--- config.mk ---
export PLATFORM = sky130hd
export DESIGN_NAME = quadrature_decoder_period_timer_flat
export DESIGN_NICKNAME = d
export VERILOG_FILES = /design/src/qdpt_pkg.sv /design/src/qdpt_in_if.sv /design/src/qdpt_out_if.sv /design/src/quadrature_decoder_period_timer.sv /design/src/flat_wrapper.sv
export SDC_FILE = /design/constraint.sdc
export NUM_CORES = 1
export LEC_CHECK = 0
export ABC_AREA = 0
export BUFFER_PORTS_ARGS = -buffer_cell sky130_fd_sc_hd__buf_2
export CORE_MARGIN = 5
export CORE_UTILIZATION = 30
export DETAILED_ROUTE_END_ITERATION = 6
export GPL_TIMING_DRIVEN = 1
export PLACE_DENSITY = 0.58
export SYNTH_ARGS = -nofsm -noshare
export SYNTH_HDL_FRONTEND = slang
export SYNTH_SLANG_ARGS = --single-unit
--- constraint.sdc ---
create_clock -name clk -period 10.35 [get_ports clk]
set_input_delay 2.07 -clock clk [delete_from_list [all_inputs] [get_ports clk]]
set_output_delay 2.07 -clock clk [all_outputs]
set_load 0.005 [all_outputs]
--- src/qdpt_pkg.sv ---
// qdpt_pkg: shared types and constants for the quadrature decoder / period timer.
// No dependencies.
package qdpt_pkg;

    typedef enum logic [1:0] {
        OP_TICK  = 2'd0,
        OP_PINS  = 2'd1,
        OP_CLEAR = 2'd2
    } op_t;

    typedef logic signed [1:0] dir_t;

    localparam dir_t DIR_ZERO = 2'sb00;
    localparam dir_t DIR_FWD  = 2'sb01;
    localparam dir_t DIR_REV  = 2'sb11;

    localparam logic [15:0] MARKER_RESET = 16'd60000;

    // step for index {B_new, A_new, B_old, A_old}; double changes step 0
    localparam dir_t STEP_TABLE [16] = '{
        DIR_ZERO, DIR_FWD,  DIR_REV,  DIR_ZERO,
        DIR_REV,  DIR_ZERO, DIR_ZERO, DIR_FWD,
        DIR_FWD,  DIR_ZERO, DIR_ZERO, DIR_REV,
        DIR_ZERO, DIR_REV,  DIR_FWD,  DIR_ZERO
    };

endpackage

--- src/qdpt_in_if.sv ---
// qdpt_in_if: input channel, valid/ready with op and encoder levels.
// Depends on qdpt_pkg.
interface qdpt_in_if;
    logic            valid;
    logic            ready;
    qdpt_pkg::op_t   op;
    logic            chan_a;
    logic            chan_b;

    modport source (output valid, output op, output chan_a, output chan_b, input ready);
    modport sink   (input valid, input op, input chan_a, input chan_b, output ready);
endinterface

--- src/qdpt_out_if.sv ---
// qdpt_out_if: result channel, valid/ready with position, direction, period, count.
// Depends on qdpt_pkg.
interface qdpt_out_if;
    logic               valid;
    logic               ready;
    logic [15:0]        position;
    qdpt_pkg::dir_t     direction;
    logic [15:0]        period;
    logic [7:0]         event_count;

    modport source (output valid, output position, output direction, output period,
                    output event_count, input ready);
    modport sink   (input valid, input position, input direction, input period,
                    input event_count, output ready);
endinterface

--- src/quadrature_decoder_period_timer.sv ---
// Quadrature decoder with edge-to-edge period measurement.
// Latency: a result beat is valid the cycle after its input beat is accepted.
// Throughput: one input beat per cycle; the state registers double as the
//   result register, so a new beat is taken whenever the result slot is empty
//   or being drained in the same cycle.
// Reset (rst_n low, async): all state zero, marker 60000, no result pending.
module quadrature_decoder_period_timer #(
    parameter int TIMER_BITS    = 16,
    parameter int POSITION_BITS = 16
) (
    input  logic                clk,
    input  logic                rst_n,
    input  logic                cfg_we,
    input  logic [15:0]         cfg_wdata,
    qdpt_in_if.sink             item,
    qdpt_out_if.source          result
);

    localparam int TIMER_EXT = (TIMER_BITS > 16) ? TIMER_BITS : 16;
    localparam int POS_EXT   = (POSITION_BITS > 16) ? POSITION_BITS : 16;

    // state; these registers are also what the result beat shows
    logic [15:0]                marker_reg;
    logic [1:0]                 prev_pins_reg, prev_pins_next;
    logic [POSITION_BITS-1:0]   pos_reg, pos_next;
    qdpt_pkg::dir_t             dir_reg, dir_next;
    logic [15:0]                period_reg, period_next;
    logic [TIMER_BITS-1:0]      timer_reg, timer_next;
    logic [7:0]                 events_reg, events_next;
    logic                       out_valid_reg;

    logic                       accept;
    logic [3:0]                 step_idx;
    qdpt_pkg::dir_t             step;
    logic [TIMER_BITS-1:0]      timer_inc;
    logic [TIMER_EXT-1:0]       timer_wide;
    logic [POS_EXT-1:0]         pos_wide;

    // result slot frees up when empty or drained this cycle
    assign item.ready = !out_valid_reg || result.ready;
    assign accept     = item.valid && item.ready;

    assign step_idx  = {item.chan_b, item.chan_a, prev_pins_reg};
    assign step      = qdpt_pkg::STEP_TABLE[step_idx];
    assign timer_inc = timer_reg + TIMER_BITS'(1);
    assign timer_wide = TIMER_EXT'(timer_reg);

    always_comb
    begin
        prev_pins_next = prev_pins_reg;
        pos_next       = pos_reg;
        dir_next       = dir_reg;
        period_next    = period_reg;
        timer_next     = timer_reg;
        events_next    = events_reg;
        case (item.op)
            qdpt_pkg::OP_TICK:
            begin
                timer_next = timer_inc;
                // timer wrap: no reading
                if (timer_inc == '0)
                begin
                    period_next = marker_reg;
                    dir_next    = qdpt_pkg::DIR_ZERO;
                end
            end
            qdpt_pkg::OP_PINS:
            begin
                prev_pins_next = {item.chan_b, item.chan_a};
                pos_next       = pos_reg + {{(POSITION_BITS-2){step[1]}}, step};
                // same direction (or fresh start) gives a valid interval;
                // reversal or a stationary step after motion gives the marker
                if ((step == dir_reg) || (dir_reg == qdpt_pkg::DIR_ZERO))
                begin
                    period_next = timer_wide[15:0];
                    dir_next    = step;
                end
                else
                begin
                    period_next = marker_reg;
                    dir_next    = qdpt_pkg::DIR_ZERO;
                end
                timer_next  = '0;
                events_next = events_reg + 8'd1;
            end
            qdpt_pkg::OP_CLEAR:
            begin
                pos_next = '0;
            end
            default:
            begin
                // unused code: state holds
            end
        endcase
    end

    always_ff @(posedge clk or negedge rst_n)
    begin
        if (!rst_n)
        begin
            marker_reg <= qdpt_pkg::MARKER_RESET;
        end
        else if (cfg_we)
        begin
            marker_reg <= cfg_wdata;
        end
    end

    always_ff @(posedge clk or negedge rst_n)
    begin
        if (!rst_n)
        begin
            prev_pins_reg <= '0;
            pos_reg       <= '0;
            dir_reg       <= qdpt_pkg::DIR_ZERO;
            period_reg    <= '0;
            timer_reg     <= '0;
            events_reg    <= '0;
            out_valid_reg <= 1'b0;
        end
        else
        begin
            if (accept)
            begin
                prev_pins_reg <= prev_pins_next;
                pos_reg       <= pos_next;
                dir_reg       <= dir_next;
                period_reg    <= period_next;
                timer_reg     <= timer_next;
                events_reg    <= events_next;
                out_valid_reg <= 1'b1;
            end
            else if (result.ready)
            begin
                out_valid_reg <= 1'b0;
            end
        end
    end

    assign pos_wide           = POS_EXT'(pos_reg);
    assign result.valid       = out_valid_reg;
    assign result.position    = pos_wide[15:0];
    assign result.direction   = dir_reg;
    assign result.period      = period_reg;
    assign result.event_count = events_reg;

endmodule

--- src/flat_wrapper.sv ---
// flat-port wrapper written by rule: the top's interface ports become plain ports
module quadrature_decoder_period_timer_flat 
#(
    parameter int TIMER_BITS    = 16,
    parameter int POSITION_BITS = 16
)
  (clk, rst_n, cfg_we, cfg_wdata, item_valid, item_op, item_chan_a, item_chan_b, item_ready, result_valid, result_position, result_direction, result_period, result_event_count, result_ready);
  qdpt_in_if item_i ();
  qdpt_out_if result_i ();
  input  logic clk;
  input  logic rst_n;
  input  logic cfg_we;
  input  logic [15:0] cfg_wdata;
  input wire logic [$bits(item_i.valid)-1:0] item_valid;
  input wire logic [$bits(item_i.op)-1:0] item_op;
  input wire logic [$bits(item_i.chan_a)-1:0] item_chan_a;
  input wire logic [$bits(item_i.chan_b)-1:0] item_chan_b;
  output wire logic [$bits(item_i.ready)-1:0] item_ready;
  output wire logic [$bits(result_i.valid)-1:0] result_valid;
  output wire logic [$bits(result_i.position)-1:0] result_position;
  output wire logic [$bits(result_i.direction)-1:0] result_direction;
  output wire logic [$bits(result_i.period)-1:0] result_period;
  output wire logic [$bits(result_i.event_count)-1:0] result_event_count;
  input wire logic [$bits(result_i.ready)-1:0] result_ready;
  assign item_i.valid = item_valid;
  assign item_i.op = item_op;
  assign item_i.chan_a = item_chan_a;
  assign item_i.chan_b = item_chan_b;
  assign item_ready = item_i.ready;
  assign result_valid = result_i.valid;
  assign result_position = result_i.position;
  assign result_direction = result_i.direction;
  assign result_period = result_i.period;
  assign result_event_count = result_i.event_count;
  assign result_i.ready = result_ready;
  quadrature_decoder_period_timer #(.TIMER_BITS(TIMER_BITS), .POSITION_BITS(POSITION_BITS)) u_core (.clk(clk), .rst_n(rst_n), .cfg_we(cfg_we), .cfg_wdata(cfg_wdata), .item(item_i), .result(result_i));
endmodule
; ---- Word level (Yosys, flattened, before mapping)
; Memory sizes are Yosys's and may differ from the RTL's.
; Cells that the tools add are included.
[totals]
ff_bits = 77
rom_bits = 32
inputBits = 25
word_cells = 44
memories = 1
[classes]
addsub = 3
magnitude_cmp = 1
n_eq_ne = 4
mux = 12
bitwise = 1
n_reduce_logical = 14
[memory_table]
columns = memory, words, width, rd, rd_ports_with_merged_regs, write_ports, line
row1 = (name not given), 16, 2, 1, 0, 0, quadrature_decoder_period_timer.sv:44  ; assign step = qdpt_pkg::STEP_TABLE[step_idx];
[op_table]
columns = operator, count
row1 = 16-bit one-hot mux with 2 select lines, 3
row2 = 16-bit two-way mux, 2
row3 = 16-bit by 1-bit adder with 16-bit output (second input constant), 1
row4 = 16-bit adder, 1
row5 = 16-bit logical NOT, 1
row6 = 8-bit by 1-bit adder with 8-bit output (second input constant), 1
row7 = 2-bit two-way mux, 4
row8 = 2-bit AND reduction, 3
row9 = 2-bit nonzero test, 3
row10 = 5-bit >= comparator (second input constant), 1
row11 = 4-bit NOT with 5-bit output, 1
row12 = 2-bit logical NOT, 2
row13 = 2-bit one-hot mux with 2 select lines, 1
row14 = 3-bit AND reduction, 1
row15 = 2-bit by 1-bit equality test with 1-bit output (second input constant), 1
row16 = 2-bit equality test, 1
row17 = 2-bit equality test (second input constant), 1
row18 = 1-bit logical OR, 2
row19 = 1-bit two-way mux, 2
row20 = 2-bit by 1-bit != test with 1-bit output (second input constant), 1
row21 = 1-bit logical AND, 1
row22 = 1-bit logical NOT, 1

; ---- Longest topological paths before layout
[logic_depth]
ltp_word = 8
depth_mapped = 13
mapped_depth_nobuf = 13

; ---- Worst setup path after synthesis
; OpenSTA, ideal clock, no wires.
[synth_timing]
path_kind = input -> register
from = input port item_chan_b
to = register u_core.pos_reg[13] (netlist: u_core.result.position[13])
setup_time_ns = 0.121
arrival_ns = 5.053
path_slack_ns = 5.176
path_stages = 10
n_path_buf = 0
cell_sequence = mux2i_1 mux2i_1 ha_1 a21o_1 a21o_1 a2111oi_0 o211a_1 o21bai_1 xor2_1 a22o_1
[synth_between]
elab_chain_len = 6
[synth_rtl]
columns = item, line
row1 = "start, declared", flat_wrapper.sv:17  ; input wire logic [$bits(item_i.chan_b)-1:0] item_chan_b;
row2 = 4-bit NOT with 5-bit output (implied by the code), quadrature_decoder_period_timer.sv:44
row3 = memory read 16 x 2 bit, n/a
row4 = 2-bit two-way mux (implied by the code) (2 in a row), quadrature_decoder_period_timer.sv:44
row5 = 16-bit adder, quadrature_decoder_period_timer.sv:70  ; pos_next = pos_reg + {{(POSITION_BITS-2){step[1]}}, step};
row6 = 16-bit one-hot mux with 2 select lines, quadrature_decoder_period_timer.sv:56  ; case (item.op)
row7 = "end signal, assigned", quadrature_decoder_period_timer.sv:126  ; pos_reg <= pos_next;
row8 = "end, declared", quadrature_decoder_period_timer.sv:25  ; logic [POSITION_BITS-1:0] pos_reg, pos_next;
; Every way passes these cells. The select of a mux whose other input is x is not followed.
; A chain may end at the register's enable or synchronous reset.

; ---- Final worst setup path
[layout_timing]
from = input port item_chan_b
to = register u_core.pos_reg[12] (netlist: u_core.result.position[12])
; Same word-level chain as after synthesis.

==> impl_metrics.env <==
export IMPL_worstReg2RegStart="u_core.prev_pins_reg[0]$_DFFE_PN0P_"
export IMPL_synth_compound_area_share_pct=15.4
export IMPL_dpl_instance_area_um2=5110
export IMPL_r2r_slack_ns=6.67
export IMPL_clock_path_buffers=2
export IMPL_vdd_ir_drop_max_mv=0.0708
export IMPL_synthesis_area_um2=4650
export IMPL_intPower_mw=0.792
export IMPL_post_drt_wl_per_cell_um=16.5
export IMPL_finish_utilization_pct=35.7
export IMPL_clock_latency_ns=0.34
export IMPL_drcViolationCount=0
export IMPL_gp_congestion=0.777
export IMPL_ys_seq_area_share_pct=41.7
export IMPL_wl_mm=11.1
export IMPL_setup_viol=0
export IMPL_end_kind="register"
export IMPL_synth_nets=472
export IMPL_cts_resized_gates=0
export IMPL_nets=536
export IMPL_h_tree_depth=3
export IMPL_io_pins=69
export IMPL_status="finished clean"
export IMPL_synth_adder_area_share_pct=7.43
export IMPL_num_vias=3461
export IMPL_synth_edf_count=0
export IMPL_min_delay_start="u_core.result.event_count[7]$_DFFE_PN0P_"
export IMPL_power_switching_mw=0.403
export IMPL_vias_per_cell=5.11
export IMPL_p_per_area_nw_per_um2=220
export IMPL_hp_class="reg2reg"
export IMPL_area_growth_pct=16.9
export IMPL_numClockSinks=77
export IMPL_synth_cell_types=60
export IMPL_pwr_share_seq_pct=36.3
export IMPL_synth_async_sr_flop_share_pct=100
export IMPL_drv_slew=0
export IMPL_post_cts_buffers=0
export IMPL_synth_main_ff_cell="dfrtp_1"
export IMPL_critical_path_class="in2reg"
export IMPL_ys_seq_elements=77
export IMPL_rsz0062_at_grt="false"
export IMPL_start_kind="input pin"
export IMPL_crit_fanout=4
export IMPL_final_area_um2=5430
export IMPL_yosys_mux_area_fraction_pct=14.4
export IMPL_drt_pass1_iter_count=4
export IMPL_min_path_cells=1
export IMPL_drive_gt1_share_pct=33.3
export IMPL_place_ws_ns=5.28
export IMPL_die_area_um2=18100
export IMPL_insertedDiodeCount=0
export IMPL_die_y_um=134
export IMPL_synth_simple_gate_area_share_pct=12.6
export IMPL_io_buffers=68
export IMPL_synth_avg_cell_area_um2=11.1
export IMPL_fin_crit_ns=4.77
export IMPL_cap_viol_max_count=0
export IMPL_grt_pass1_vias=3582
export IMPL_gr_total_overflow=0
export IMPL_dr_first_iter_drc_count=244
export IMPL_numCtsBuffers=9
export IMPL_root_buffer="clkbuf_16"
export IMPL_holdBufCountCts=0
export IMPL_grt_pass1_wl_mm=18.8
export IMPL_core_um2=15200
export IMPL_netlist_instances=420
export IMPL_clk_pin_slew_ns=0.06
export IMPL_cts_tree="done"
export IMPL_r2r_cells=13
export IMPL_synth_xor_area_share_pct=4.52
export IMPL_relSlewSlack_pct=30.2
export IMPL_fin_crit_sh_pct=46.1
export IMPL_clock_skew_ns=0.00435
export IMPL_antenna_found_initial=0
export IMPL_hold_viol=0
export IMPL_worst_pin_slew_ns=1.05
export IMPL_timing_rr_end="u_core.result.position[12]$_DFFE_PN0P_"
export IMPL_grt_max_degree=73
export IMPL_yosys_warnings=0
export IMPL_fmaxAchievable_mhz=210
export IMPL_worstPathRequired_ns=10.57
export IMPL_start_util_pct=30.6
export IMPL_grt_total_usage_pct=12.9
export IMPL_finalSetupTns_ns=0
export IMPL_p_clk_share_pct=29.1
export IMPL_power_share_switching_pct=33.7
export IMPL_comb_power_share_pct=34.6
export IMPL_ant_nets=0
export IMPL_critPathArrivalTime_ns=5.00
export IMPL_whs_endpoint="u_core.result.event_count[7]$_DFFE_PN0P_"
export IMPL_synth_top_family_by_area="compound AO/OA/AOI/OAI gates"
export IMPL_layout_setup_ws_ns=5.58
export IMPL_power_mw=1.19
export IMPL_hpwl_mm=7.89
export IMPL_power_leakage_nw=2.55
export IMPL_die_w_um=134
export IMPL_rows=45
[power by group through the flow]
stage / clock, mW / sequential [mW] / combinational (mW)
2_1_floorplan: 0 / 0.429 / 0.281
3_3_place_gp: 0 / 0.434 / 0.408
3_5_place_dp: 0 / 0.438 / 0.413
4_1_cts: 0.354 / 0.434 / 0.417
5_1_grt: 0.369 / 0.444 / 0.465
6_report: 0.348 / 0.433 / 0.414
[per-layer routing]
metal | part of all wire [%] | vias to the layer above | routed length (um) | track usage (%)
met5 | 0 | - | 0 | 0
met4 | 1.9 | 0 | 215 | 4.81
met3 | 4.6 | 14 | 507 | 3.19
li1 | - | 1669 | - | -
met2 | 48 | 73 | 5350 | 21.1
met1 | 45 | 1705 | 5060 | 16.5
[cell type report]
cell class,count,area (um^2)
timing repair buffer,72,373
inverter,11,41.3
tap,188,235
fill,1501,9770
multi-input combinational,313,2520
clock buffer,10,239
sequential,77,1940
clock inverter,6,86.3
[critical path, stage by stage]
cell	delay [ns]
buf_2	0.14
xnor2_1	0.14
xnor2_1	0.35
ha_1	0.26
inv_1	0.06
fa_1	0.39
o21ai_0	0.33
a31oi_1	0.18
o21ai_0	0.49
a311oi_1	0.20
xnor2_1	0.16
a22o_1	0.20
[synthesized netlist by cell type (9+ instances only)]
library cell	count	area share [%]
ha_1	26	7.0
clkbuf_1	9	0.73
xnor2_1	14	2.6
dfrtp_1	70	38
nand4_1	13	1.8
inv_1	11	0.89
xor2_1	10	1.9
mux2_4	9	2.9
nand2_1	35	2.8
a22o_1	11	2.1
o21ai_0	36	3.9
mux2_2	42	10
nor2_1	22	1.8
a21oi_1	13	1.4
[stage by stage]
| stage | hold WS [ns] | cells |
|---|---|---|
| floorplan | 0.465 | 420 |
| global placement | 0.464 | 661 |
| detailed placement | 0.468 | 661 |
| CTS | 0.476 | 677 |
| global route | 0.496 | 677 |
| finish | 0.476 | 677 |
[worst max-delay path by stage]
stage | start | end | depth (start not counted)
after floorplan | item_chan_b | u_core.result.position[13]$_DFFE_PN0P_ | 10
after global placement | item_chan_b | u_core.result.position[12]$_DFFE_PN0P_ | 12
after detailed placement | item_chan_b | u_core.result.position[12]$_DFFE_PN0P_ | 12
after CTS | item_chan_b | u_core.result.position[12]$_DFFE_PN0P_ | 12
after global routing | item_chan_b | u_core.result.position[12]$_DFFE_PN0P_ | 12
final | item_chan_b | u_core.result.position[12]$_DFFE_PN0P_ | 12
[kinds of logic (layout without fill, tap and decap cells)]
family | after synthesis | count (layout)
AO/OA/AOI/OAI | 102 | 102
XOR/XNOR | 24 | 24
adder cells (fa/ha/maj) | 27 | 27
buffers and inverters | 30 | 99
flip-flops | 77 | 77
multiplexers | 57 | 57
AND/OR/NAND/NOR | 103 | 103
[cell usage in the layout (no fill, tap or decap), types with 13 or more instances in the layout]
master / n
o21ai_0: 36
dfrtp_1: 70
nor2_1: 22
ha_1: 26
mux2_2: 42
a21oi_1: 13
buf_2: 67
xnor2_1: 14
nand4_1: 13
nand2_1: 35
Power figures use the tool's default switching activity.
